`config.mk`:
```
export PLATFORM = sky130hd
export DESIGN_NAME = hilbert_envelope_detector_top
export DESIGN_NICKNAME = d
export VERILOG_FILES = /design/src/hdl/hed_pkg.sv /design/src/hdl/hed_mac.sv /design/src/hdl/hed_isqrt.sv /design/src/hdl/hilbert_envelope_detector_top.sv
export SDC_FILE = /design/constraint.sdc
export NUM_CORES = 2
export LEC_CHECK = 0
export BUFFER_PORTS_ARGS = -buffer_cell sky130_fd_sc_hd__buf_2
export CAP_MARGIN = 20
export CORE_ASPECT_RATIO = 0.9
export CORE_MARGIN = 1.5
export CORE_UTILIZATION = 59
export CTS_CLUSTER_DIAMETER = 30
export CTS_CLUSTER_SIZE = 14
export DETAILED_ROUTE_END_ITERATION = 10
export PLACE_DENSITY = 0.84
export SYNTH_ARGS = -nofsm -noshare
export SYNTH_HDL_FRONTEND = slang
export SYNTH_SLANG_ARGS = --single-unit
```
`constraint.sdc`:
```
create_clock -name clock -period 7.1 [get_ports clock]
set_input_delay 0.71 -clock clock [delete_from_list [all_inputs] [get_ports clock]]
set_output_delay 0.71 -clock clock [all_outputs]
set_load 0.1 [all_outputs]
```
`src/hdl/hed_pkg.sv`:
```
// Shared types, constants and the Hilbert tap table for the envelope detector.
// Depends on nothing; every other file in hdl imports it.
package hed_pkg;

   localparam int SAMPLE_W   = 16;   // RF sample width
   localparam int QUAD_W     = 18;   // quadrature result width
   localparam int ENV_W      = 17;   // envelope result width
   localparam int HIST_DEPTH = 30;   // past samples kept per block
   localparam int PTR_W      = 5;    // history address / count width
   localparam int TAP_PAIRS  = 15;   // nonzero (odd) taps
   localparam int TAP_IDX_W  = 4;
   localparam int TAP_W      = 16;
   localparam int PROD_W     = 32;
   localparam int ACC_W      = 34;
   localparam int FRAC_BITS  = 15;
   localparam int MAC_LAST   = TAP_PAIRS + 2;  // sequencer count with final sum
   localparam int CNT_W      = 5;
   localparam int RAD_W      = 36;   // radicand width, even
   localparam int ROOT_W     = RAD_W / 2;
   localparam int REM_W      = ROOT_W + 3;
   localparam int STEP_W     = 5;

   localparam logic [ENV_W-1:0] ENV_MAX = {ENV_W{1'b1}};

   typedef enum logic {
      MAC_IDLE,
      MAC_RUN
   } hed_mac_state_type;

   typedef enum logic [2:0] {
      SQ_IDLE,
      SQ_MUL,
      SQ_SUM,
      SQ_ITER,
      SQ_DONE
   } hed_sq_state_type;

   typedef struct packed {
      logic                       done;
      logic signed [QUAD_W-1:0]   quad;
      logic signed [SAMPLE_W-1:0] sample;
   } hed_mac_res_type;

   typedef struct packed {
      logic             valid;
      logic [ENV_W-1:0] env;
   } hed_env_res_type;

   // Odd taps k = 2*idx+1 of the Q1.15 Hilbert table; even taps are zero.
   function automatic logic signed [TAP_W-1:0] hed_tap(input logic [TAP_IDX_W-1:0] idx);
      logic signed [TAP_W-1:0] t;
      case (idx)
         4'd0:    t = -16'sd804;
         4'd1:    t = -16'sd896;
         4'd2:    t = -16'sd1019;
         4'd3:    t = -16'sd1188;
         4'd4:    t = -16'sd1441;
         4'd5:    t = -16'sd1862;
         4'd6:    t = -16'sd2687;
         4'd7:    t = -16'sd5297;
         4'd8:    t = -16'sd20861;
         4'd9:    t = 16'sd20861;
         4'd10:   t = 16'sd5297;
         4'd11:   t = 16'sd2687;
         4'd12:   t = 16'sd1862;
         4'd13:   t = 16'sd1441;
         4'd14:   t = 16'sd1188;
         default: t = '0;
      endcase
      return t;
   endfunction

endpackage

```
`src/hdl/hed_mac.sv`:
```
// History memory with its write pointer and fill count, plus the shared MAC
// that forms the quadrature value. Depends on hed_pkg.
module hed_mac (
   input  logic                                clock,
   input  logic                                reset,
   input  logic                                start,
   input  logic signed [hed_pkg::SAMPLE_W-1:0] sample,
   input  logic                                block_start,
   output hed_pkg::hed_mac_res_type            res
);
   import hed_pkg::*;

   logic signed [SAMPLE_W-1:0] hist_mem [HIST_DEPTH];

   hed_mac_state_type          state_ff, state_in;
   logic [CNT_W-1:0]           t_ff;
   logic [PTR_W-1:0]           wp_ff;
   logic [PTR_W-1:0]           cnt_ff;
   logic signed [SAMPLE_W-1:0] x_ff;
   logic signed [SAMPLE_W-1:0] rd_data_ff;
   logic [TAP_IDX_W-1:0]       m1_ff;
   logic                       v1_ff;
   logic signed [PROD_W-1:0]   prod_ff;
   logic                       v2_ff;
   logic signed [ACC_W-1:0]    acc_ff;
   logic signed [QUAD_W-1:0]   q_ff;
   logic                       done_ff;

   logic                       start_go;
   logic                       issue_en;
   logic                       finish;
   logic [PTR_W-1:0]           back_dist;
   logic [PTR_W:0]             addr_wrap;
   logic [PTR_W-1:0]           rd_addr;
   logic                       take_tap;
   logic signed [ACC_W-1:0]    acc_sh;
   logic signed [QUAD_W-1:0]   q_sat;

   // distance back from the write pointer: 2*m+1
   assign back_dist = {t_ff[TAP_IDX_W-1:0], 1'b1};
   assign addr_wrap = {1'b0, wp_ff} + (PTR_W+1)'(HIST_DEPTH) - {1'b0, back_dist};
   assign rd_addr   = (wp_ff >= back_dist) ? (wp_ff - back_dist) : addr_wrap[PTR_W-1:0];
   assign take_tap  = v1_ff && ({m1_ff, 1'b1} <= cnt_ff);

   assign acc_sh = acc_ff >>> FRAC_BITS;
   always_comb begin
      if (acc_sh > ACC_W'(2**(QUAD_W-1) - 1)) begin
         q_sat = {1'b0, {(QUAD_W-1){1'b1}}};
      end else if (acc_sh < -ACC_W'(2**(QUAD_W-1))) begin
         q_sat = {1'b1, {(QUAD_W-1){1'b0}}};
      end else begin
         q_sat = acc_sh[QUAD_W-1:0];
      end
   end

   always_comb begin
      state_in = state_ff;
      unique case (state_ff)
         MAC_IDLE: if (start) state_in = MAC_RUN;
         MAC_RUN:  if (t_ff == CNT_W'(MAC_LAST)) state_in = MAC_IDLE;
         default:  state_in = MAC_IDLE;
      endcase
   end

   always_comb begin
      start_go = (state_ff == MAC_IDLE) && start;
      issue_en = (state_ff == MAC_RUN) && (t_ff < CNT_W'(TAP_PAIRS));
      finish   = (state_ff == MAC_RUN) && (t_ff == CNT_W'(MAC_LAST));
   end

   // memory port: one registered read, one write
   always_ff @(posedge clock) begin
      if (issue_en) begin
         rd_data_ff <= hist_mem[rd_addr];
      end
      if (finish) begin
         hist_mem[wp_ff] <= x_ff;
      end
   end

   always_ff @(posedge clock) begin
      if (reset) begin
         state_ff <= MAC_IDLE;
         t_ff     <= '0;
         wp_ff    <= '0;
         cnt_ff   <= '0;
         v1_ff    <= 1'b0;
         v2_ff    <= 1'b0;
         done_ff  <= 1'b0;
      end else begin
         state_ff <= state_in;
         v1_ff    <= issue_en;
         v2_ff    <= take_tap;
         done_ff  <= finish;
         if (start_go) begin
            t_ff <= '0;
         end else if (state_ff == MAC_RUN) begin
            t_ff <= t_ff + 1'b1;
         end
         if (start_go && block_start) begin
            cnt_ff <= '0;
         end else if (finish && (cnt_ff < PTR_W'(HIST_DEPTH))) begin
            cnt_ff <= cnt_ff + 1'b1;
         end
         if (finish) begin
            wp_ff <= (wp_ff == PTR_W'(HIST_DEPTH - 1)) ? '0 : wp_ff + 1'b1;
         end
      end
   end

   always_ff @(posedge clock) begin
      m1_ff <= t_ff[TAP_IDX_W-1:0];
      if (take_tap) begin
         prod_ff <= hed_tap(m1_ff) * rd_data_ff;
      end else begin
         prod_ff <= '0;
      end
      if (start_go) begin
         x_ff   <= sample;
         acc_ff <= '0;
      end else if (v2_ff) begin
         acc_ff <= acc_ff + ACC_W'(prod_ff);
      end
      if (finish) begin
         q_ff <= q_sat;
      end
   end

   assign res = '{done: done_ff, quad: q_ff, sample: x_ff};

endmodule

```
`src/hdl/hed_isqrt.sv`:
```
// Squares sample and quadrature, sums them and takes the floor root one
// result bit per cycle; holds the saturated envelope until taken. Depends on hed_pkg.
module hed_isqrt (
   input  logic                     clock,
   input  logic                     reset,
   input  hed_pkg::hed_mac_res_type mac_res,
   input  logic                     take,
   output hed_pkg::hed_env_res_type env_res
);
   import hed_pkg::*;

   hed_sq_state_type      state_ff, state_in;
   logic [SAMPLE_W:0]     ax_ff;
   logic [QUAD_W-1:0]     aq_ff;
   logic [2*SAMPLE_W+1:0] sx_ff;
   logic [2*QUAD_W-1:0]   sq_ff;
   logic [RAD_W-1:0]      rad_ff;
   logic [REM_W-1:0]      rem_ff;
   logic [ROOT_W-1:0]     root_ff;
   logic [STEP_W-1:0]     step_ff;

   logic [SAMPLE_W:0]     x_ext;
   logic [REM_W-1:0]      rem_try;
   logic [REM_W-1:0]      trial;
   logic                  last_step;

   assign x_ext     = {mac_res.sample[SAMPLE_W-1], mac_res.sample};
   assign rem_try   = {rem_ff[REM_W-3:0], rad_ff[RAD_W-1 -: 2]};
   assign trial     = REM_W'({root_ff, 2'b01});
   assign last_step = (step_ff == STEP_W'(ROOT_W - 1));

   always_comb begin
      state_in = state_ff;
      unique case (state_ff)
         SQ_IDLE: if (mac_res.done) state_in = SQ_MUL;
         SQ_MUL:  state_in = SQ_SUM;
         SQ_SUM:  state_in = SQ_ITER;
         SQ_ITER: if (last_step) state_in = SQ_DONE;
         SQ_DONE: if (take) state_in = SQ_IDLE;
         default: state_in = SQ_IDLE;
      endcase
   end

   always_comb begin
      env_res.valid = (state_ff == SQ_DONE);
      env_res.env   = (root_ff > ROOT_W'(ENV_MAX)) ? ENV_MAX : root_ff[ENV_W-1:0];
   end

   always_ff @(posedge clock) begin
      if (reset) begin
         state_ff <= SQ_IDLE;
         step_ff  <= '0;
      end else begin
         state_ff <= state_in;
         if (state_ff == SQ_SUM) begin
            step_ff <= '0;
         end else if (state_ff == SQ_ITER) begin
            step_ff <= step_ff + 1'b1;
         end
      end
   end

   always_ff @(posedge clock) begin
      if ((state_ff == SQ_IDLE) && mac_res.done) begin
         ax_ff <= x_ext[SAMPLE_W] ? (~x_ext + 1'b1) : x_ext;
         aq_ff <= mac_res.quad[QUAD_W-1] ? (~mac_res.quad + 1'b1) : mac_res.quad;
      end
      if (state_ff == SQ_MUL) begin
         sx_ff <= ax_ff * ax_ff;
         sq_ff <= aq_ff * aq_ff;
      end
      if (state_ff == SQ_SUM) begin
         rad_ff  <= RAD_W'(sx_ff) + RAD_W'(sq_ff);
         rem_ff  <= '0;
         root_ff <= '0;
      end else if (state_ff == SQ_ITER) begin
         rad_ff <= {rad_ff[RAD_W-3:0], 2'b00};
         if (rem_try >= trial) begin
            rem_ff  <= rem_try - trial;
            root_ff <= {root_ff[ROOT_W-2:0], 1'b1};
         end else begin
            rem_ff  <= rem_try;
            root_ff <= {root_ff[ROOT_W-2:0], 1'b0};
         end
      end
   end

endmodule

```
`src/hdl/hilbert_envelope_detector_top.sv`:
```
// Top level of the Hilbert FIR envelope detector: stream ports, busy
// tracking and the output register. Depends on hed_pkg, hed_mac, hed_isqrt.
//
//   channel | dir | handshake         | contents
//   req     | in  | req_tvalid/tready | tdata: sample; tuser: block_start
//   rsp     | out | rsp_tvalid/tready | tdata: quadrature, envelope
//
// One word in flight: after accept, rsp_tvalid rises once the word has passed the MAC
// walk over the history memory, magnitude capture, square and sum, the 18-step root
// and the output register; the next word is not taken before the last one has moved on.
// Reset clears the fill count so the history reads as zero; the memory itself
// is not cleared. req_tready rises again once the result moves into the output
// register, so a stalled rsp side holds at most one word plus one in work.
module hilbert_envelope_detector_top (
   input  logic        clock,
   input  logic        reset,
   input  logic        req_tvalid,
   output logic        req_tready,
   input  logic [15:0] req_tdata,   // [15:0] sample
   input  logic        req_tuser,   // block_start
   output logic        rsp_tvalid,
   input  logic        rsp_tready,
   output logic [39:0] rsp_tdata    // [17:0] quadrature, [34:18] envelope, [39:35] zero
);
   import hed_pkg::*;

   hed_mac_res_type  mac_res;
   hed_env_res_type  env_res;

   logic             busy_ff;
   logic             rsp_valid_ff;
   logic [QUAD_W-1:0] rsp_quad_ff;
   logic [ENV_W-1:0] rsp_env_ff;

   logic             accept;
   logic             take;

   assign req_tready = !busy_ff;
   assign accept     = req_tvalid && req_tready;
   // move the finished word out once the output register is free
   assign take       = env_res.valid && (!rsp_valid_ff || rsp_tready);

   hed_mac u_mac (
      .clock       (clock),
      .reset       (reset),
      .start       (accept),
      .sample      (req_tdata[SAMPLE_W-1:0]),
      .block_start (req_tuser),
      .res         (mac_res)
   );

   hed_isqrt u_isqrt (
      .clock   (clock),
      .reset   (reset),
      .mac_res (mac_res),
      .take    (take),
      .env_res (env_res)
   );

   always_ff @(posedge clock) begin
      if (reset) begin
         busy_ff      <= 1'b0;
         rsp_valid_ff <= 1'b0;
      end else begin
         if (accept) begin
            busy_ff <= 1'b1;
         end else if (take) begin
            busy_ff <= 1'b0;
         end
         if (take) begin
            rsp_valid_ff <= 1'b1;
         end else if (rsp_tready) begin
            rsp_valid_ff <= 1'b0;
         end
      end
   end

   // payload: hold while the word waits
   always_ff @(posedge clock) begin
      if (take) begin
         rsp_quad_ff <= mac_res.quad;
         rsp_env_ff  <= env_res.env;
      end
   end

   assign rsp_tvalid = rsp_valid_ff;
   assign rsp_tdata  = {5'b00000, rsp_env_ff, rsp_quad_ff};

endmodule

```
==> reports/results.txt <==
Final hold violation count - 0
Drt first pass iters - 8
Placed cells - 7023
Critical Path AT - 7230 ps
Initial antenna violation count - 3
Crit-path max FO - 17
Die area - 109000 µm²
Status - finished clean
Maxcap violations - 0
Vias in the first global route - 46400
DRC - 0
Initial drt markers - 4705
Worst-Margin Slew - 1140 ps
Slowest-stage cell, CP - edfxtp_1
Startpoint types - register
Power Internal - 16700 µW
Fillers - 7058
Routed vias - 43700
WP data required - 7610 ps
Comb pwr share - 52.3%
Routed len/inst - 20.8 µm
H-tree depth - 4
Tcrit/Tclk final - 94.6%
Critical path class - reg2reg
Global Route Usage Sum - 28.5%
Vert. Die Dim - 314 µm
Layout Cells excl Fill - 7318
Commonest non-fill, non-tap cell in the layout - inv_1
Count of final setup violators - 0
I/O pin cnt - 63
VDD IR max - 0.00181 V
Critical path cell sequence - nand2_1 -> inv_1 -> fa_1 -> inv_1 -> fa_1 -> fa_1 -> inv_1 -> fa_1 -> fa_1 -> inv_1 -> fa_1 -> inv_1 -> ha_1 -> a21oi_1 -> a21oi_1 -> nor2_1 -> a41oi_1 -> a21oi_1 -> o31ai_2 -> a21bo_2 -> a21oi_1 -> xnor2_1
Worst-Skew Late Latency - 810 ps
Syn. warnings - 0
Vias per inst - 5.97
Power per cell area - 393 nW/µm²
#FFs+latches synth - 855
GR Overflow Total - 0
Remaining antenna violation count - 0
Setup_tns - 0 ps
Post-synth top flop - edfxtp_1
Max-slew violation count - 0
Wire length of the first global-routing pass - 243000 µm
Root Buffer - clkbuf_16
Yosys top cell by area - edfxtp_1
Max stage delay on crit path - 670 ps
Switching power - 11100 µW
Worst path most repeated cell - fa_1
Post-synth EDFFs - 704
Cts bufs inserted - 149
Sequential area share after synthesis - 38.2%
Slew margin rel. - 23.6%
TritonCTS clock tree - yes
Core Area - 106000 µm²
Synth top area share - 33.4%
Number of buffers added on ports - 57
DPL Wire Length - 103000 µm
Min Tclk post-route - 6720 ps
Fraction of layout cells with a size suffix above 1 - 8.96%
Most frequent cells in the layout - 977 x inv_1, 704 x edfxtp_1, 673 x fa_1
Skew final - 71.8 ps
GPL Wtd Cong - 0.916
Seq pwr share - 20.4%
Switching Share - 40.0%
FFs w/ async S/R, synth - 0%
Pleak - 0.0309 µW
Detailed Route WL - 153000 µm
Cell row count - 113
Area growth from synthesis to layout - 12.0%
Clock-pin slew on the worst setup and hold paths - 50 ps
CP Capture Type - register
Number of different library cells in the post-synthesis netlist - 88
Starting Density - 59.7%
CTS Sinks - 855
Dominant cells by area after synthesis - edfxtp_1 33%, fa_1 21%, ha_1 8.3%, inv_1 5.8%, dfxtp_1 4.8%
Largest net degree at the start of global routing - 98
Final nets - 6927
Fmax - 149 MHz
Cell Area, Synth - 63300 µm²
RSZ-0062 raised after global routing - false
Mean post-synth cell area - 11.1 µm²
Buffer levels on the longest clock path - 3
Die width - 348 µm
Clock power frac - 27.4%
Gate Count Post-Synth - 5688
Worst Hold Class - in2reg
[what timing repair did]
item                       4_1_cts  5_1_grt
hold endpoints to repair         0        0
hold buffers                     0        0
setup endpoints to repair        0        3
resized for setup                0        2
buffers inserted                 0       16
[logic make-up after synthesis]
kind of cell | Yosys count | synth area share [%]
adder cells (fa/ha/maj) | 1094 | 29.6
AO/OA/AOI/OAI | 802 | 8.12
buffers and inverters | 1184 | 7.19
AND/OR/NAND/NOR | 1385 | 10.2
other | 1 | 0.00593
multiplexers | 149 | 3.59
flip-flops | 855 | 38.2
XOR/XNOR | 218 | 3.03
[final timing paths]
path | start | to | slack (ps) | cells after the start
worst max-delay path | u_isqrt.ax_ff[3]$_DFFE_PP_ | u_isqrt.sx_ff[31]$_DFFE_PP_ | 380 | 22
worst min-delay path | req_tdata[13] | u_mac.x_ff[13]$_DFFE_PP_ | 90 | 1
worst max register to register | u_isqrt.ax_ff[3]$_DFFE_PP_ | u_isqrt.sx_ff[31]$_DFFE_PP_ | 380 | 22
worst min register to register | u_isqrt.rem_ff[14]$_SDFFE_PP0N_ | u_isqrt.rem_ff[14]$_SDFFE_PP0N_ | 460 | 2
[worst max-delay path, delay by kind of cell (launching register included)]
family                   cells  cell delay (ps)
AO/OA/AOI/OAI                7             1620
flip-flops                   1              670
adder cells (fa/ha/maj)      7             3420
AND/OR/NAND/NOR              2              290
XOR/XNOR                     1              130
buffers and inverters        5              300
[synthesized netlist by cell type, types with 6 or more instances]
cell and number:
o221ai_1 17, o21bai_1 13, clkbuf_1 151, nor4_1 6, nand3_1 76, a21boi_0 7, buf_1 13, a31oi_1 36
o31ai_1 29, and3_1 25, a211oi_1 21, a21o_1 83, ha_1 421, mux4_2 62, mux2i_1 83, o22ai_1 17
fa_1 673, buf_4 10, a32oi_1 32, o21a_1 31, nand3b_1 9, and2_1 232, o211ai_1 35, inv_1 979
nand4_1 24, or2_2 10, nand2b_1 27, nor2_1 248, o31a_1 6, buf_2 21, nor2b_1 35, dfxtp_1 151
edfxtp_1 704, o2111ai_1 7, nor3b_1 8, nand2_1 595, nor3_1 52, o21ai_0 195, xor2_1 59, xnor2_1 158
a21oi_1 162, o21ai_1 52, or3_1 16
[registers in the layout, indices dropped and copies added, names as in the netlist, 16 cells and up, named ones only]
signal and cells:
rsp_env_ff 17, u_isqrt.sx_ff 33, u_isqrt.sq_ff 35, u_isqrt.root_ff 18, u_mac.hist_mem 480, u_mac.q_ff 18, u_mac.prod_ff 32, u_isqrt.rad_ff 36
u_isqrt.aq_ff 18, u_mac.acc_ff 34, u_isqrt.rem_ff 19, u_mac.rd_data_ff 16, u_mac.x_ff 16, u_isqrt.ax_ff 17, rsp_quad_ff 18
[through the flow]
stage | utilization, % | total power, µW | setup slack [ps] | instance area (µm²) | hold slack, ps
floorplan | - | 17100 | 677 | 63300 | 386
global placement | 61.6 | 19300 | 525 | 65200 | 448
detailed placement | 61.6 | 19900 | 371 | 65200 | 461
CTS | 66.7 | 27600 | 300 | 70600 | 54.3
global route | 66.9 | 29700 | 79.8 | 70800 | 58.7
finish | 66.9 | 27800 | 380 | 70800 | 86.8
[metal layers]
layer  track usage [%]  up-vias  wire [µm]
met5                 0        -          0
met4              14.8        0       7610
met3              5.53      519      13400
met2              47.7     2256      75300
met1              35.3    21700      56200
li1                  -    19200          -
[cell type report]
cell class,instances,area (µm²),share of cell area (%)
Sequential cell,855,24200,34.1
Clock inverter,110,1590,2.24
Antenna cell,1,2.50,0.00353
Inverter,985,3700,5.22
Timing Repair Buffer,167,1160,1.64
Multi-Input combinational cell,3654,34600,48.9
Tap cell,1380,1730,2.44
Clock buffer,166,3840,5.43
[power groups by stage]
| stage | clock [µW] | sequential [µW] | combinational [µW] |
|---|---|---|---|
| final | 7610 | 5660 | 14500 |
| after global routing | 7890 | 5660 | 16200 |
| after CTS | 7650 | 5660 | 14300 |
| after detailed placement | 0 | 5750 | 14100 |
| after global placement | 0 | 5750 | 13500 |
| after floorplan | 0 | 5710 | 11400 |
Power figures use the tool's default switching activity.
